**config.mk**
```make
export PLATFORM = sky130hd
export DESIGN_NAME = spt_ram
export DESIGN_NICKNAME = d
export VERILOG_FILES = /design/src/sv/spt_ram.sv
export SDC_FILE = /design/constraint.sdc
export NUM_CORES = 2
export LEC_CHECK = 0
export BUFFER_PORTS_ARGS = -buffer_cell sky130_fd_sc_hd__buf_2
export CAP_MARGIN = 20
export CORE_MARGIN = 10
export CORE_UTILIZATION = 46
export CTS_CLUSTER_SIZE = 20
export DETAILED_ROUTE_END_ITERATION = 8
export HOLD_SLACK_MARGIN = 0.1
export PLACE_DENSITY = 0.72
export SYNTH_ARGS = -nofsm -noshare
export SYNTH_HDL_FRONTEND = slang
export SYNTH_SLANG_ARGS = --single-unit
```
**constraint.sdc**
```tcl
create_clock -name clk_i -period 5.01 [get_ports clk_i]
set_clock_uncertainty 0.05 [all_clocks]
set_input_delay 1.002 -clock clk_i [delete_from_list [all_inputs] [get_ports clk_i]]
set_output_delay 1.002 -clock clk_i [all_outputs]
set_load 0.01 [all_outputs]
```
**src/sv/spt_ram.sv**
```systemverilog
module spt_ram #(
  parameter int WIDTH = 32,
  parameter int DEPTH = 64
) (
  input  logic                     clk_i,
  input  logic                     we_i,
  input  logic [$clog2(DEPTH)-1:0] waddr_i,
  input  logic [WIDTH-1:0]         wdata_i,
  input  logic [$clog2(DEPTH)-1:0] raddr_i,
  output logic [WIDTH-1:0]         rdata_o
);

  logic [WIDTH-1:0] mem [DEPTH];

  always_ff @(posedge clk_i) begin
    if (we_i) begin
      mem[waddr_i] <= wdata_i;
    end
    rdata_o <= mem[raddr_i];
  end

endmodule

```
==> run_results.csv <==
group,metric,value,unit
clocking,holdBufCountCts,0,
global_route,gr-total-overflow,0,
clocking,clockBufferDepth,3,
layout,syn_to_final_growth,14.23,%
synthesis,ys_types,34,
floorplan,coreArea,0.1695,mm^2
timing,hold_viol_final,0,
synthesis,synth_cells,3324,
routing,drt_iter0_drc,5331,
routing,antenna_left,0,
routing,vias,37752,
power_and_ir_drop,ir_worst_vdd,0.4252,mV
clocking,worstSkewPairLatency,0.86,ns
place,place_congestion,0.8188,
clocking,clkSinkCount,2080,
synthesis,synth_nets,3370,
clocking,cts_tree,"done",
timing,relSlewSlack,25.48,%
synthesis,seq_area_frac_synth,79.14,%
layout,multiInputGateArea,0.01597,mm^2
place,post-dp-hpwl,110.7,mm
clocking,numCtsBuffers,198,
layout,drive_gt1_share,30.71,%
global_route,antenna_found_initial,18,
clocking,cts_resized,0,
setup_path,critPathBufInv,3,
routing,drt_wl_total,198.6,mm
power_and_ir_drop,total_power,35.81,mW
floorplan,die_x,433.1,um
setup_path,crit_chain,"buf_8 -> buf_4 -> buf_4 -> mux4_2 -> mux4_2 -> o22ai_1 -> nor2_1",
timing,fin_tns_setup,0,ns
place,port_buffers,77,
synthesis,synth_top_family_by_area,"multiplexers",
hold_path,hp-class,"input port to flop",
place,dp_slack,0.5567,ns
synthesis,synth_xor_area_share,0,%
clocking,root_buffer,"clkbuf_16",
synthesis,ys_ff_latch,2080,
timing,rsz0062_at_grt,"false",
timing,maxSlewViolCount,0,
setup_path,critPathArrivalTime,4.26,ns
setup_path,startpoint_type,"input port",
setup_path,crit_required,5.61,ns
synthesis,yosys_warnings,0,
setup_path,path_delay_family,"buffers and inverters",
layout,regArea,0.06214,mm^2
setup_path,critical_path_class,"input port to flop",
global_route,track_usage,21.07,%
timing,fin_crit,3.655,ns
routing,vias_per_cell,6.275,
synthesis,synth_compound_area_share,1.673,%
setup_path,slowest_delay,0.67,ns
global_route,grt_max_degree,80,
clocking,htree_levels,4,
clocking,clkTransAtPathRegs,0.06,ns
layout,layout_commonest_cell,"edfxtp_1",
status,outcome,"complete, no violations",
floorplan,io_pins,78,
timing,setup_viol,0,
synthesis,synthMuxAreaShare,16.79,%
setup_path,slowest_stage,"o22ai_1",
layout,layout_common_cells,"edfxtp_1 (2048), mux4_2 (544), clkbuf_16 (200)",
synthesis,synth-adder-area-share,0,%
global_route,grt_pass1_vias,37736,
layout,nets,3653,
timing,worst_slack,1.355,ns
floorplan,die_h,433.1,um
setup_path,cp_max_fo,79,
synthesis,syn_area,0.07852,mm^2
floorplan,start_util,46.33,%
clocking,post_cts_buffers,0,
synthesis,synth_area_per_cell,23.62,um^2
routing,avgRoutedWirePerCell,33.01,um
layout,fillers,12268,
power_and_ir_drop,p_leak,27.93,nW
power_and_ir_drop,power.density,399.3,mW/mm^2
floorplan,std_cell_rows,151,
run,maxCapViolCount,0,
floorplan,die_area,0.1876,mm^2
timing,clock.fmax,273.6,MHz
routing,route.detailed.drc,0,
timing,fin_crit_sh,72.95,%
routing,dr.pass1.iters,5,
setup_path,cp-end-kind,"flop",
timing,worst_pin_slew,1.118,ns
global_route,grt_pass1_wl,282.3,mm
synthesis,synth-simple-area-share,1.265,%
-- path summary, 6_finish.rpt --
check                                            from  depth (start not counted)  slack, ns             endpoint
worst max-delay path                       raddr_i[1]                          7       1.36  rdata_o[24]$_DFF_P_
worst min-delay path                       wdata_i[7]                          1       0.45  mem[6][7]$_DFFE_PP_
worst min register to register   mem[13][8]$_DFFE_PP_                          4       0.68   rdata_o[8]$_DFF_P_
worst max register to register  mem[31][24]$_DFFE_PP_                          4       2.48  rdata_o[24]$_DFF_P_
-- state kept, by name, indices dropped and copies added (netlist names) --
register	count
rdata_o	32
mem	2048
-- cell type report --
class                   instances  share of cell area [%]
diodes                         17                 0.04743
clock buffers                 258                   5.923
clock inverters               116                   1.179
multi-input cells            1062                   17.80
flip-flops and latches       2080                   69.28
well taps                    2218                   3.094
repair buffers                265                   2.669
-- per-stage QoR --
step	area (um^2)	hold WS, ns	util (%)	instances
finish	89690	0.4487	52.92	6016
floorplan	78520	0.6132	-	3324
global placement	82910	0.6594	48.92	5608
detailed placement	82910	0.6659	48.92	5608
CTS	89280	0.5082	52.68	5982
global route	89670	0.4279	52.91	6008
-- synth_stat cells, drive strengths merged --
master,count,share of area (%)
or3,3,0.024
a311oi,8,0.089
a31oi,1,0.0080
nand4,2,0.016
nand3,5,0.032
nor2,137,0.65
a22oi,12,0.11
o22ai,84,0.67
nand2b,8,0.064
mux2i,93,1.2
nor2b,15,0.12
clkbuf,74,0.35
o32ai,4,0.045
mux4,544,16
and3,4,0.032
and2,2,0.016
or3b,5,0.056
o221ai,27,0.30
nand2,26,0.12
a41o,4,0.051
a21oi,62,0.40
nand4b,1,0.011
edfxtp,2048,78
or2,3,0.024
nand3b,5,0.048
nor3,7,0.045
dfxtp,32,0.82
buf,108,0.77
-- cell families after synthesis --
family / Yosys count
AO/OA/AOI/OAI: 202
buffers and inverters: 182
flip-flops: 2080
multiplexers: 637
AND/OR/NAND/NOR: 223
-- power by group --
group | internal, mW | leakage [nW] | switching [mW]
clock | 8.23 | 3.11 | 6.40
sequential | 19.3 | 18.7 | 0.0880
combinational | 0.688 | 6.12 | 1.13
-- routing by layer --
| metal | up-vias | part of all wire (%) | global-route usage [%] |
|---|---|---|---|
| li1 | 14862 | - | - |
| met1 | 20121 | 37 | 29.18 |
| met2 | 2425 | 47 | 32.53 |
| met3 | 334 | 11 | 4.653 |
| met4 | 10 | 4.2 | 8.942 |
| met5 | - | 0.025 | 0 |
Note: power is estimated with default switching activity, not from simulation.
