<file path="config.mk">
export PLATFORM = sky130hd
export DESIGN_NAME = spt_relax
export DESIGN_NICKNAME = d
export VERILOG_FILES = /design/src/sv/spt_pkg.sv /design/src/sv/spt_relax.sv
export SDC_FILE = /design/constraint.sdc
export NUM_CORES = 1
export LEC_CHECK = 0
export BUFFER_PORTS_ARGS = -buffer_cell sky130_fd_sc_hd__buf_2
export CORE_UTILIZATION = 49
export CTS_CLUSTER_DIAMETER = 80
export DETAILED_ROUTE_END_ITERATION = 6
export GPL_TIMING_DRIVEN = 1
export PLACE_DENSITY = 0.91
export SLEW_MARGIN = 30
export SYNTH_ARGS = -nofsm -noshare
export SYNTH_HDL_FRONTEND = slang
export SYNTH_SLANG_ARGS = --single-unit
export TNS_END_PERCENT = 10
</file>
<file path="constraint.sdc">
create_clock -name clk_i -period 7.8 [get_ports clk_i]
set_input_delay 0 -clock clk_i [delete_from_list [all_inputs] [get_ports clk_i]]
set_output_delay 0 -clock clk_i [all_outputs]
set_load 0.01 [all_outputs]
</file>
<file path="src/sv/spt_pkg.sv">
package spt_pkg;

  localparam int MAX_NODES  = 64;
  localparam int DIST_WIDTH = 32;

  // fixed field widths of the ports
  localparam int IN_DIST_W = 32;
  localparam int VTX_W     = 6;
  localparam int NCNT_W    = 7;

  localparam int NODE_W = (MAX_NODES > 2) ? $clog2(MAX_NODES) : 1;
  localparam int CNT_W  = $clog2(MAX_NODES + 1);
  localparam int DADR_W = 2 * NODE_W;
  localparam int CMP_W  = (DIST_WIDTH > IN_DIST_W) ? DIST_WIDTH : IN_DIST_W;

  localparam logic [DIST_WIDTH-1:0] INFINITE = {DIST_WIDTH{1'b1}};

  // register indexes
  localparam logic REG_NODE_COUNT = 1'b0;

  localparam logic OP_LOAD  = 1'b0;
  localparam logic OP_START = 1'b1;

  typedef enum logic [1:0] {
    ST_IDLE,
    ST_EMIT,
    ST_PASS,
    ST_DRAIN
  } state_e;

  typedef struct packed {
    logic [DIST_WIDTH-1:0] cost;
    logic [NODE_W-1:0]     parent;
    logic                  in_tree;
  } vtx_entry_t;

  typedef struct packed {
    logic              valid;
    logic              init;
    logic              clear;
    logic [NODE_W-1:0] j;
    logic [NODE_W-1:0] k;
  } relax_req_t;

  typedef struct packed {
    logic              found;
    logic [NODE_W-1:0] k;
    logic [NODE_W-1:0] parent;
  } relax_res_t;

  function automatic logic [DIST_WIDTH-1:0] sat_dist(input logic [IN_DIST_W-1:0] d);
    logic [CMP_W-1:0] dx;
    dx = CMP_W'(d);
    if (dx > CMP_W'(INFINITE)) begin
      return INFINITE;
    end
    return DIST_WIDTH'(dx);
  endfunction

  function automatic logic [CNT_W-1:0] clamp_count(input logic [NCNT_W-1:0] nc);
    if (nc == '0) begin
      return CNT_W'(1);
    end
    if (nc > NCNT_W'(MAX_NODES)) begin
      return CNT_W'(MAX_NODES);
    end
    return CNT_W'(nc);
  endfunction

endpackage

</file>
<file path="src/sv/spt_relax.sv">
module spt_relax
  import spt_pkg::*;
(
  input  logic                  clk_i,
  input  logic                  rst_ni,
  input  relax_req_t            req_i,
  input  logic [DIST_WIDTH-1:0] dist_i,
  input  vtx_entry_t            entry_i,
  output logic                  we_o,
  output vtx_entry_t            wdata_o,
  output relax_res_t            res_o
);

  logic                  better;
  logic                  in_tree;
  logic                  cand;
  vtx_entry_t            upd;
  logic                  found_q, found_d;
  logic [DIST_WIDTH-1:0] minc_q, minc_d;
  logic [NODE_W-1:0]     mink_q, mink_d;
  logic [NODE_W-1:0]     minp_q, minp_d;

  // flags left over from the previous run are ignored on the first pass
  assign in_tree = !req_i.init && entry_i.in_tree;

  // the first pass has no previous cost, the edge from the root always wins
  assign better = req_i.init || (dist_i < entry_i.cost);

  always_comb begin
    upd         = entry_i;
    upd.in_tree = 1'b0;
    if (better) begin
      upd.cost   = dist_i;
      upd.parent = req_i.k;
    end
  end

  assign we_o    = req_i.valid && !in_tree && better;
  assign wdata_o = upd;

  // strict compare in ascending order keeps the lowest index on ties
  assign cand = req_i.valid && !in_tree && (!found_q || (upd.cost < minc_q));

  always_comb begin
    found_d = found_q;
    minc_d  = minc_q;
    mink_d  = mink_q;
    minp_d  = minp_q;
    if (req_i.clear) begin
      found_d = 1'b0;
    end else if (cand) begin
      found_d = 1'b1;
      minc_d  = upd.cost;
      mink_d  = req_i.j;
      minp_d  = upd.parent;
    end
  end

  always_ff @(posedge clk_i or negedge rst_ni) begin
    if (!rst_ni) begin
      found_q <= 1'b0;
    end else begin
      found_q <= found_d;
    end
  end

  always_ff @(posedge clk_i) begin
    minc_q <= minc_d;
    mink_q <= mink_d;
    minp_q <= minp_d;
  end

  assign res_o.found  = found_q;
  assign res_o.k      = mink_q;
  assign res_o.parent = minp_q;

endmodule

</file>
==> summary.md <==
| Metric | Value |
|---|---|
| Maxcap violations | `0` |
| Final Cycle Share | `between 60 and 70%` |
| Root buf cell | `clkbuf_8` |
| I/O Pins | `~140` |
| EDFF count, synth | `between 40 and 50` |
| Min Tclk post-route | `5.23 ns` |
| CP max stage cell | `a211oi_4` |
| First-pass GRT wire length | `13200 um` |
| Post-synthesis cell area | `3390 um2` |
| WL per Instance | `between 10 and 15 um` |
| Final Total Pwr | `between 0.0006 and 0.0007 W` |
| Post-Route WL | `around 8400 um` |
| Nets | `approximately 650` |
| Placed Instances | `approximately 560` |
| Die Area | `between 7000 and 8000 um2` |
| Pin count of the biggest net entering global routing | `39` |
| Residual DRC | `0` |
| Netlist cell types | `39` |
| Initial Utilization | `52.1%` |
| M1 wire length | `3450 um` |
| Post-DP HPWL | `roughly 6900 um` |
| Slew @ Worst Pin | `around 0.60 ns` |
| H-tree lvl count | `2` |
| Postcts setup bufs | `0` |
| Detailed Routing Iterations Pass 1 | `5` |
| Count of pins over their slew limit | `0` |
| Initial antenna violation count | `0` |
| Area grow syn2layout | `29.3%` |
| Core Footprint | `between 6000 and 7000 um2` |
| Avg Inst Size Synth | `slightly below 10 um2` |
| Data arrival, critical path | `5.21 ns` |
| TNS Setup | `0 ns` |
| Status | `complete, no violations` |
| FP Rows | `29` |
| RR Startpoint | `minc_q[5]` |
| Pwr Density | `153 nW/um2` |
| Maximum VDD drop | `95.4 uV` |
| Share of post-route cells with drive strength above 1 | `roughly 32%` |
| RSZ-0062 raised after global routing | `false` |
| Skew-Pair Late Insertion Delay | `roughly 0.30 ns` |
| Synth top area cells | `edfxtp_1 39%, ha_1 23%, inv_1 7.4%, o21ai_0 6.2%, nand2_1 4.4%` |
| Clk buf depth | `2` |
| Final setup violation count | `0` |
| CP max FO | `38` |
| Syn_nets | `about 500` |
| CP Capture Type | `flop` |
| Number of gates resized after CTS | `0` |
| Seq/Total Area, Yosys | `39.8%` |
| Input/output buffers | `between 100 and 150` |
| Clock Pin Slew Worst Setup and Hold Paths | `about 0.080 ns` |
| Worst-path cell chain | `buf_2 > inv_1 > ha_1 > a21oi_1 > o21ai_0 > a221oi_1 > o22ai_1 > nor3_4 > buf_6 > buf_4 > nand2_1 > o21ai_0 > ha_1 > a21o_1 > a21o_1 > a21oi_1 > a2111oi_0 > a2111oi_0 > o211ai_1 > a211oi_4 > buf_4` |
| Met3 wire len | `556 um` |
| Yosys top cell area share | `a little under 40%` |
| Max Fclk | `0.191 GHz` |
| Via count | `approximately 3100` |
| Gpl congestion | `between 0.8 and 0.9` |
| Async set-reset flop share out of synthesis | `under 10%` |
| CTS buffer count | `5` |
| Synth Warn # | `0` |
| # diodes | `0` |
| CP required | `about 8 ns` |
| Worst hold start | `entry_i[4]` |
| CTS tree | `built` |
| CTS Sinks | `45` |
| Crit path launch type | `primary input` |
| DR iter-0 viols | `between 100 and 150` |
| Max layer used | `met4` |
| Yosys top cell by area | `edfxtp_1` |
| Dominant synthesized flop cell | `edfxtp_1` |
| Vias in the first global route | `3025` |
| Worst Setup SP | `entry_i[30]` |
| Leak Pwr | `~2.3 nW` |
| Global-route usage over all layers | `between 20 and 25%` |
| Gr ovfl total | `0` |
| Metal2 WL | `4280 um` |
| Post-route ant nets | `0` |
| Final Non-Filler Cells | `580` |
| Synth Register Bits | `45` |
| Fin Clk Skew | `0.0106 ns` |
| HP Class | `in -> reg` |
| Crit path kind | `in -> reg` |
| Chip Height | `around 85 um` |
| Slowest cell delay on critical path | `around 0.56 ns` |
| Chip width | `roughly 85 um` |
| Cell count after synthesis | `352` |
| Hold Fails Final Rpt | `0` |
| Vias per inst | `5.36` |
| Slew Limit Headroom | `59.0%` |
[cells in the final DEF (no fill, tap or decap), types with 3 or more instances in the layout]
cell,count
clkbuf_8,5
nor2_1,7
a21o_1,8
nand4_1,10
mux2_2,7
o21ai_0,42
dlygate4sd3_1,9
nand3_1,5
a21oi_1,19
ha_1,62
nand2b_1,4
buf_2,139
edfxtp_1,44
inv_1,67
nand2_1,40
nor4_1,3
[per-layer routing]
metal,up-vias,global-route usage (%)
met2,111,41.6
met1,1442,28.8
li1,1541,-
met4,0,6.47
met3,14,3.99
met5,-,0
[worst max-delay path: cells and delay by family]
kind | cells | cell delay (ns)
AOI/OAI and AO/OA | 12 | 2.84
buffers and inverters | 5 | 1.16
adders and majority gates | 2 | 0.61
and+or+nand+nor | 2 | 0.55
[report_power, final]
group	internal, W	switching (W)
clock network	0.0000959	0.0000832
logic	0.0000885	0.000118
registers	0.000283	0.00000331
[what timing repair did]
item | 4_1_cts | 5_1_grt
hold buffers | 9 | 0
endpoints found under the hold margin | 8 | 0
endpoints found under the setup margin | 0 | 0
[layout make-up]
type / count / area, um2
Clock inverter: 3 / 46.3
Clock buffer: 5 / 68.8
Sequential cell: 45 / 1350
Multi-Input combinational cell: 231 / 1750
Inverter: 67 / 251
Tap cell: 77 / 96.3
Fill cell: 500 / 2120
Timing Repair Buffer: 152 / 823
[registers in the layout, indices dropped and copies added (netlist names)]
register,count
found_q,1
mink_q,6
minc_q,32
minp_q,6
[kinds of logic (layout without fill, tap and decap cells)]
| kind of cell | count (synthesis) | in the layout | share of synthesized area [%] |
|---|---|---|---|
| multiplexers | 8 | 8 | 2.62 |
| AND/OR/NAND/NOR | 76 | 76 | 11.0 |
| flip-flops | 45 | 45 | 39.8 |
| adder cells (fa/ha/maj) | 62 | 62 | 22.9 |
| other | 1 | 1 | 0.111 |
| buffers and inverters | 76 | 227 | 9.02 |
| AO/OA/AOI/OAI | 84 | 84 | 14.6 |
[cells in the mapped netlist (4+ instances only)]
master and n:
a21o_1 8, a21oi_1 19, edfxtp_1 44, ha_1 62, inv_1 67, mux2_2 7
nand2_1 40, nand2b_1 4, nand3_1 5, nand4_1 10, nor2_1 7, o21ai_0 42
[through the flow]
| step | hold slack, ns | util [%] | area (um2) | worst slack, ns |
|---|---|---|---|---|
| floorplan | -0.296 | - | 3390 | 0.754 |
| global placement | -0.224 | 63.9 | 4150 | 1.98 |
| detailed placement | -0.220 | 63.9 | 4150 | 1.62 |
| CTS | 0.0138 | 67.1 | 4360 | 1.93 |
| global route | 0.0117 | 67.4 | 4380 | 2.02 |
| finish | 0.0154 | 67.4 | 4380 | 2.57 |
[path summary, 6_finish.rpt]
| path | endpoint | slack (ns) | depth (start not counted) |
|---|---|---|---|
| max | minc_q[10] | 2.57 | 21 |
| min | minp_q[3] | 0.02 | 2 |
| max reg2reg | minc_q[10] | 4.41 | 10 |
| min reg2reg | found_q | 0.57 | 2 |
| max in group asynchronous | found_q | 7.19 | 3 |
| min in group asynchronous | found_q | 0.51 | 3 |
(Power assumes the default switching activity.)
