--- config.mk ---
export PLATFORM = sky130hd
export DESIGN_NAME = spt_ctrl
export DESIGN_NICKNAME = d
export VERILOG_FILES = /design/src/sv/spt_pkg.sv /design/src/sv/spt_ctrl.sv
export SDC_FILE = /design/constraint.sdc
export NUM_CORES = 1
export LEC_CHECK = 0
export BUFFER_PORTS_ARGS = -buffer_cell sky130_fd_sc_hd__buf_2
export CAP_MARGIN = 10
export CORE_MARGIN = 2
export CORE_UTILIZATION = 46
export CTS_CLUSTER_DIAMETER = 120
export DETAILED_ROUTE_END_ITERATION = 12
export PLACE_DENSITY = 0.83
export SLEW_MARGIN = 20
export SYNTH_ARGS = -nofsm -noshare
export SYNTH_HDL_FRONTEND = slang
export SYNTH_SLANG_ARGS = --single-unit
--- constraint.sdc ---
create_clock -name clk_i -period 2.1 [get_ports clk_i]
set_input_delay 0.63 -clock clk_i [delete_from_list [all_inputs] [get_ports clk_i]]
set_output_delay 0.63 -clock clk_i [all_outputs]
set_load 0.02 [all_outputs]
--- src/sv/spt_pkg.sv ---
package spt_pkg;

  localparam int MAX_NODES  = 64;
  localparam int DIST_WIDTH = 32;

  // fixed field widths of the ports
  localparam int IN_DIST_W = 32;
  localparam int VTX_W     = 6;
  localparam int NCNT_W    = 7;

  localparam int NODE_W = (MAX_NODES > 2) ? $clog2(MAX_NODES) : 1;
  localparam int CNT_W  = $clog2(MAX_NODES + 1);
  localparam int DADR_W = 2 * NODE_W;
  localparam int CMP_W  = (DIST_WIDTH > IN_DIST_W) ? DIST_WIDTH : IN_DIST_W;

  localparam logic [DIST_WIDTH-1:0] INFINITE = {DIST_WIDTH{1'b1}};

  // register indexes
  localparam logic REG_NODE_COUNT = 1'b0;

  localparam logic OP_LOAD  = 1'b0;
  localparam logic OP_START = 1'b1;

  typedef enum logic [1:0] {
    ST_IDLE,
    ST_EMIT,
    ST_PASS,
    ST_DRAIN
  } state_e;

  typedef struct packed {
    logic [DIST_WIDTH-1:0] cost;
    logic [NODE_W-1:0]     parent;
    logic                  in_tree;
  } vtx_entry_t;

  typedef struct packed {
    logic              valid;
    logic              init;
    logic              clear;
    logic [NODE_W-1:0] j;
    logic [NODE_W-1:0] k;
  } relax_req_t;

  typedef struct packed {
    logic              found;
    logic [NODE_W-1:0] k;
    logic [NODE_W-1:0] parent;
  } relax_res_t;

  function automatic logic [DIST_WIDTH-1:0] sat_dist(input logic [IN_DIST_W-1:0] d);
    logic [CMP_W-1:0] dx;
    dx = CMP_W'(d);
    if (dx > CMP_W'(INFINITE)) begin
      return INFINITE;
    end
    return DIST_WIDTH'(dx);
  endfunction

  function automatic logic [CNT_W-1:0] clamp_count(input logic [NCNT_W-1:0] nc);
    if (nc == '0) begin
      return CNT_W'(1);
    end
    if (nc > NCNT_W'(MAX_NODES)) begin
      return CNT_W'(MAX_NODES);
    end
    return CNT_W'(nc);
  endfunction

endpackage

--- src/sv/spt_ctrl.sv ---
module spt_ctrl
  import spt_pkg::*;
(
  input  logic              clk_i,
  input  logic              rst_ni,
  input  logic              in_valid_i,
  output logic              in_ready_o,
  input  logic              operation_i,
  input  logic [NCNT_W-1:0] node_count_i,
  output logic              out_valid_o,
  input  logic              out_ready_i,
  output logic [VTX_W-1:0]  vertex_o,
  output logic [VTX_W-1:0]  parent_o,
  output logic              last_o,
  output logic [NODE_W-1:0] rd_j_o,
  output logic [NODE_W-1:0] rd_k_o,
  output logic              mark_we_o,
  output logic [NODE_W-1:0] mark_addr_o,
  output relax_req_t        req_o,
  input  relax_res_t        res_i
);

  state_e               state_q, state_d;
  logic [CNT_W-1:0]     n_q, cnt_q;
  logic [NODE_W-1:0]    j_q, k_q;
  logic                 init_q, root_q;
  logic                 s1_v_q;
  logic [NODE_W-1:0]    s1_j_q;
  logic                 out_valid_q;
  logic [VTX_W-1:0]     vertex_q, parent_q;
  logic                 last_q;

  logic                 start;
  logic                 slot_free;
  logic                 emit_fire;
  logic                 emit_last;
  logic                 pass_end;
  logic                 issue;
  logic [NODE_W-1:0]    emit_k;
  logic [NODE_W-1:0]    emit_p;

  assign start     = in_valid_i && in_ready_o && (operation_i == OP_START);
  assign slot_free = !out_valid_q || out_ready_i;
  assign emit_k    = root_q ? '0 : res_i.k;
  assign emit_p    = root_q ? '0 : res_i.parent;
  assign emit_last = (cnt_q == n_q - CNT_W'(1));
  assign pass_end  = (CNT_W'(j_q) == n_q - CNT_W'(1));

  // next state
  always_comb begin
    state_d = state_q;
    unique case (state_q)
      ST_IDLE: begin
        if (start) begin
          state_d = ST_EMIT;
        end
      end
      ST_EMIT: begin
        if (slot_free) begin
          state_d = emit_last ? ST_IDLE : ST_PASS;
        end
      end
      ST_PASS: begin
        if (pass_end) begin
          state_d = ST_DRAIN;
        end
      end
      ST_DRAIN: state_d = ST_EMIT;
      default:  state_d = ST_IDLE;
    endcase
  end

  // outputs of the state machine
  always_comb begin
    in_ready_o = 1'b0;
    emit_fire  = 1'b0;
    issue      = 1'b0;
    unique case (state_q)
      ST_IDLE:  in_ready_o = 1'b1;
      ST_EMIT:  emit_fire  = slot_free;
      ST_PASS:  issue      = 1'b1;
      ST_DRAIN: ;
      default:  ;
    endcase
  end

  always_ff @(posedge clk_i or negedge rst_ni) begin
    if (!rst_ni) begin
      state_q     <= ST_IDLE;
      n_q         <= CNT_W'(MAX_NODES);
      cnt_q       <= '0;
      j_q         <= '0;
      k_q         <= '0;
      init_q      <= 1'b0;
      root_q      <= 1'b0;
      s1_v_q      <= 1'b0;
      out_valid_q <= 1'b0;
    end else begin
      state_q <= state_d;
      s1_v_q  <= issue;
      if (start) begin
        n_q    <= clamp_count(node_count_i);
        cnt_q  <= '0;
        root_q <= 1'b1;
      end
      if (emit_fire) begin
        cnt_q  <= cnt_q + CNT_W'(1);
        root_q <= 1'b0;
        init_q <= root_q;
        k_q    <= emit_k;
        j_q    <= NODE_W'(1);
      end
      if (issue) begin
        j_q <= j_q + NODE_W'(1);
      end
      if (emit_fire) begin
        out_valid_q <= 1'b1;
      end else if (out_ready_i) begin
        out_valid_q <= 1'b0;
      end
    end
  end

  always_ff @(posedge clk_i) begin
    s1_j_q <= j_q;
    if (emit_fire) begin
      vertex_q <= VTX_W'(emit_k);
      parent_q <= VTX_W'(emit_p);
      last_q   <= emit_last;
    end
  end

  assign out_valid_o = out_valid_q;
  assign vertex_o    = vertex_q;
  assign parent_o    = parent_q;
  assign last_o      = last_q;

  assign rd_j_o = j_q;
  assign rd_k_o = k_q;

  // the joining vertex is flagged in the vertex table
  assign mark_we_o   = emit_fire;
  assign mark_addr_o = emit_k;

  always_comb begin
    req_o       = '0;
    req_o.valid = s1_v_q;
    req_o.init  = init_q;
    req_o.clear = emit_fire && !emit_last;
    req_o.j     = s1_j_q;
    req_o.k     = k_q;
  end

  a_s1_from_pass: assert property (@(posedge clk_i) disable iff (!rst_ni)
    s1_v_q |-> $past(state_q == ST_PASS))
    else $error("relax stage active without a preceding read");

  a_emit_fresh: assert property (@(posedge clk_i) disable iff (!rst_ni)
    (emit_fire && !root_q) |-> (res_i.k != '0))
    else $error("root vertex emitted twice in one run");

  a_mark_alone: assert property (@(posedge clk_i) disable iff (!rst_ni)
    emit_fire |-> !s1_v_q)
    else $error("vertex table written twice in one cycle");

  a_found: assert property (@(posedge clk_i) disable iff (!rst_ni)
    (state_q == ST_EMIT && !root_q) |-> res_i.found)
    else $error("emit without a candidate vertex");

  a_cnt_range: assert property (@(posedge clk_i) disable iff (!rst_ni)
    (state_q != ST_IDLE) |-> (cnt_q < n_q))
    else $error("emit count beyond vertex count");

endmodule

==> flow_summary.ini, run 1 <==
[status]
status = finished, violations left
violations = setup timing

[worst_setup_path]
crit_type = flip-flop to output port
rrSetupSlack_ps = 180
r2r_end = state_q[1]$_DFFE_PN0P_
start_kind = flip-flop
reg2reg_depth = 6
critPathArrivalTime_ps = 2080
worstReg2RegStart = n_q[3]$_DFFE_PN0P_
cp.required_ps = 1470
endpoint_kind = output port
path_max_fanout = 4

[route]
drcViolationCount = 0
postRouteAntennaNets = 0
drt_wl_total_um = 4874
via_per_inst = 4.851
detail_route.first_pass.iterations = 4
wl_per_cell_um = 13.00
drtIter0Drc = 121
dr_total_vias = 1819

[layout]
final_net_count = 336
drive_gt1_share_pct = 40.33
fillers = 431
syn_to_final_growth_pct = 29.15
diodes = 0

[clocking]
clock_latency_ps = 310
root_buffer = clkbuf_8
clkTransAtPathRegs_ps = 90
cts_buffers = 5
cts_tree = yes
cts_sinks = 51
htree_num_levels = 2
max-clock-path-buffers = 2

[synth]
ys.flop_type = dfrtp_1
yosys_register_bits = 51
syn_area_mm2 = 0.002412
yosysTopAreaCellShare_pct = 32.16
synth_edf_count = 13
ys_seq_area_share_pct = 54.41
synth_top_cell_by_area = dfrtp_1
ys_types = 38
avgSynthCellArea_um2 = 11.12
ys_warn_count = 0
syn-num-nets = 249
netlist_top_cells_area = dfrtp_1, edfxtp_1, dfxtp_1
ys_async_sr_fraction_pct = 62.75
netlist_instances = 217

[timing]
rsz0062_at_grt = yes
finalWorstSetupSlack_ps = -611.2
hold_violations = 0
tightest_slew_ps = 719.0
period_share_pct = 129.1
report.final.slew_viol_count = 0
setup_viol = 1
holdWs_ps = 372.1
max_slew_margin_pct = 52.07
min_period_ps = 2711
fmax_ghz = 0.3688
fin_skew_ps = 8.948

[die]
die_w_um = 76.42
core.rowCount = 26
initial_core_util_pct = 47.53
io_pins = 74
dieArea_mm2 = 0.005839
fp.dieH_um = 76.42
coreArea_mm2 = 0.005075

[grt]
grt_max_degree = 33
grt_overflow = 0
grt_antenna_before_repair = 0
grt_pass1_wl_um = 8183
grt_usage_pct = 17.56
grt_pass1_vias = 1750

[power_and_ir_drop]
ir_worst_vdd_uv = 580.6
powerDensity_mw_per_mm2 = 1648
power.total_mw = 5.133
p_leak_nw = 1.497

[placement]
port_buffers = 72
hpwl_um = 3550
place_congestion = 0.8703

[worst_hold_path]
hold_class = input pin to async pin

[run]
drv_cap = 0
## per-layer routing
layer,vias up,share of wire [%],wire (um),global-route usage (%)
li1,909,-,-,-
met1,862,43,2111,21.33
met2,38,51,2465,30.18
met3,10,3.5,170,3.791
met4,0,2.6,126,7.455
met5,-,0,0,0
## kinds of logic (layout without fill, tap and decap cells)
family / count (synthesis) / count (layout) / synth area share [%]
AO/OA/AOI/OAI: 36 / 36 / 9.647
XOR/XNOR: 23 / 23 / 8.350
adder cells (fa/ha/maj): 7 / 7 / 3.631
buffers and inverters: 21 / 109 / 4.564
flip-flops: 51 / 51 / 54.41
multiplexers: 9 / 9 / 4.098
AND/OR/NAND/NOR: 70 / 70 / 15.30
## placed cells by master (no fill, tap or decap), types with 7 or more instances in the layout
cell	n
buf_4	21
o21ai_0	21
mux2_2	7
xnor2_1	10
xor2_1	11
buf_2	71
nor2b_1	12
nand2b_1	7
edfxtp_1	13
nand2_1	23
dfrtp_1	30
## critical path, cell delays in order (launching register included)
cell,delay [ps]
dfrtp_1,400
inv_2,80
ha_4,160
or2b_4,290
nor2_4,180
xnor2_4,100
nor4b_4,340
nor2_2,70
buf_6,130
## registers in the layout (all words and copies together) (netlist names), 2 cells and up
register and flops:
cnt_q 7, n_q 7, parent_o 6, rd_j_o 6, rd_k_o 6, s1_j_q 6, state_q 2, vertex_o 6
## cells in the mapped netlist (7+ instances only)
master and n:
dfrtp_1 31, nand2_1 24, o21ai_0 21, edfxtp_1 13, nor2b_1 12, xnor2_1 12, xor2_1 11, buf_4 8
inv_1 8, ha_1 7, mux2_2 7, nand2b_1 7
## through the flow
| stage | util [%] | cells | cell area (um^2) | setup slack, ps | setup TNS, ps |
|---|---|---|---|---|---|
| finish | 61.39 | 375 | 3115 | -611.2 | -611.2 |
| global route | 61.39 | 375 | 3115 | -717.4 | -717.4 |
| CTS | 61.14 | 375 | 3103 | -602.2 | -602.2 |
| global placement | 58.26 | 365 | 2957 | -259.7 | -259.7 |
| floorplan | - | 217 | 2446 | -88.10 | -88.10 |
| detailed placement | 58.26 | 365 | 2957 | -403.8 | -403.8 |
## layout make-up
cell class / instances / area (um^2) / area share [%]
Multi-Input combinational cell: 145 / 1076 / 34.54
Sequential cell: 51 / 1314 / 42.17
Clock buffer: 5 / 68.82 / 2.209
Clock inverter: 3 / 15.01 / 0.4819
Timing Repair Buffer: 93 / 524.3 / 16.83
Inverter: 8 / 30.03 / 0.9639
Tap cell: 70 / 87.58 / 2.811
## worst max path at each step
stage	endpoint	cells past startpoint	startpoint	slack [ps]
floorplan	req_o[12]	7	n_q[0]$_DFFE_PN0P_	-90
global placement	req_o[12]	8	n_q[1]$_DFFE_PN0P_	-260
detailed placement	req_o[12]	8	n_q[1]$_DFFE_PN0P_	-400
CTS	req_o[12]	8	n_q[0]$_DFFE_PN0P_	-600
global route	req_o[12]	8	n_q[0]$_DFFE_PN0P_	-720
finish	req_o[12]	8	n_q[0]$_DFFE_PN0P_	-610
## report_power, final
group | switching, mW | internal [mW]
Combinational | 1.60 | 1.32
Sequential | 0.267 | 1.40
Clock | 0.320 | 0.227
Total | 2.18 | 2.95
## timing repair
item,CTS,global route
gates resized for setup,11,3
buffers inserted,2,0
pin swaps,5,0
setup endpoints to repair,2,2
hold buffers,0,0
endpoints found under the hold margin,0,0
(Power assumes the default switching activity.)
==> inputs of run 2 (changes only) <==
--- a/config.mk
+++ b/config.mk
@@ -11,7 +11,8 @@
 export CORE_UTILIZATION = 46
 export CTS_CLUSTER_DIAMETER = 120
 export DETAILED_ROUTE_END_ITERATION = 12
-export PLACE_DENSITY = 0.83
+export PLACE_DENSITY = 0.81
+export SETUP_SLACK_MARGIN = 0.2
 export SLEW_MARGIN = 20
 export SYNTH_ARGS = -nofsm -noshare
 export SYNTH_HDL_FRONTEND = slang
==> flow_summary.ini, run 2 (same netlist as run 1, synthesis figures left out) <==
[clocking]
htree_num_levels = 2
clock_latency_ps = 300
ctsHoldBuffers = 0
clkTransAtPathRegs_ps = 80
root_buffer = clkbuf_8
cts_buffers = 5
cts_sinks = 51
max-clock-path-buffers = 2
cts_tree = yes

[power_and_ir_drop]
pwr-share-seq_pct = 30.4
net-switching-power_mw = 2.376
p_leak_nw = 1.561
combPwrFrac_pct = 57.8
powerDensity_mw_per_mm2 = 1727
power.total_mw = 5.663
clkPwrFrac_pct = 11.9
ir_worst_vdd_uv = 608.7
p_sw_share_pct = 41.96
intPower_mw = 3.286

[grt]
grt_antenna_before_repair = 0
grt_overflow = 0
grt_pass1_wl_um = 8404
grt_max_degree = 33
grt_usage_pct = 18.14
grt_pass1_vias = 1800

[status]
violations = setup timing
status = finished, violations left

[placement]
dp_slack_ps = -325.7
hpwl_um = 3588
place_congestion = 0.8151
port_buffers = 72

[route]
postRouteAntennaNets = 0
wl_per_cell_um = 14.45
detail_route.first_pass.iterations = 4
highest_layer = met4
wl_met3_um = 226
drcViolationCount = 0
route.met2.wl_um = 2801
dr_total_vias = 1909
met1_length_um = 2329
via_per_inst = 4.984
drt_wl_total_um = 5534
drtIter0Drc = 118

[worst_setup_path]
critPathArrivalTime_ps = 2010
path_max_fanout = 4
crit_type = flip-flop to output port
r2r_end = state_q[1]$_DFFE_PN0P_
rrSetupSlack_ps = 190
start_kind = flip-flop
worstReg2RegStart = n_q[4]$_DFFE_PN0P_
cp.buffers_inverters = 2
startpoint = n_q[0]$_DFFE_PN0P_
cp.required_ps = 1470
cp_top_family = simple AND/OR/NAND/NOR gates
reg2reg_depth = 6
crit_chain = inv_2, ha_4, nor3b_4, xnor2_1, nand4_1, nor4b_4, nor2_2, buf_6
endpoint_kind = output port
slowest_delay_ps = 390
critPathSlowestCell = dfrtp_1

[layout]
diodes = 0
seq_area_mm2 = 0.001318
multi_input_area_mm2 = 0.001135
final_net_count = 344
layout_common_cells = buf_2, dfrtp_1, buf_4
drive_gt1_share_pct = 45.37
fillers = 400
syn_to_final_growth_pct = 35.94
reg_top3 = cnt_q: 7 flops, n_q: 7 flops
final_common_cell = buf_2

[die]
coreArea_mm2 = 0.005075
die_w_um = 76.42
io_pins = 74
dieArea_mm2 = 0.005839
fp.dieH_um = 76.42
initial_core_util_pct = 47.53
core.rowCount = 26

[timing]
fmax_ghz = 0.3792
rsz0062_at_grt = yes
min_period_ps = 2637
max_slew_margin_pct = 53.00
tightest_slew_ps = 705.0
hold_violations = 0
report.final.slew_viol_count = 0
period_share_pct = 125.6
finalWorstSetupSlack_ps = -537.2
holdWs_ps = 368.3
setup_viol = 1
fin_skew_ps = 10.41

[worst_hold_path]
hold_class = input pin to async pin

[run]
drv_cap = 0
## run 2: how the worst max path moves through the flow
stage / endpoint / slack [ps] / cells after the start
6_report: req_o[12] / -540 / 8
5_1_grt: req_o[12] / -650 / 8
4_1_cts: req_o[12] / -500 / 8
3_5_place_dp: req_o[12] / -330 / 8
3_3_place_gp: req_o[12] / -260 / 8
2_1_floorplan: req_o[12] / -90 / 7
## run 2: worst register-to-register path, stage by stage, from the launching register on
cell and delay [ps]:
dfrtp_1 470, nor3_4 220, buf_4 130, nand4b_1 200
a2111oi_4 420, a41oi_2 200, mux2i_1 160
## run 2: layout make-up
class	count	area share, %
Clock buffer	6	2.213
Clock inverter	2	1.183
Inverter	8	0.9157
Multi-Input combinational cell	145	34.61
Sequential cell	51	40.18
Tap cell	70	2.671
Timing Repair Buffer	101	18.24
## run 2: power groups by stage
stage / Combinational, mW / Clock, mW / Sequential (mW)
after floorplan: 1.59 / 0 / 1.93
after global placement: 2.60 / 0 / 1.68
after detailed placement: 2.68 / 0 / 1.70
after CTS: 2.97 / 0.695 / 1.69
after global routing: 3.50 / 0.734 / 1.77
final: 3.27 / 0.673 / 1.72
## run 2: timing repair
action	4_1_cts	5_1_grt
pin swaps	4	3
resized for setup	17	16
buffers inserted	7	3
endpoints found under the setup margin	10	11
## run 2: layer usage
| metal | GRT usage [%] | vias up |
|---|---|---|
| met2 | 31.06 | 59 |
| li1 | - | 930 |
| met4 | 8.000 | 0 |
| met3 | 3.910 | 18 |
| met1 | 21.98 | 902 |
| met5 | 0 | - |
## run 2: stage by stage
stage                     util [%]  instances  cell area, um^2  setup TNS (ps)
after detailed placement     58.26        365             2957          -325.7
after global placement       58.26        365             2957          -260.9
after floorplan                  -        217             2449          -88.10
final                        64.62        383             3279          -537.2
after global routing         64.62        383             3279          -650.7
after CTS                    62.72        380             3183          -495.8
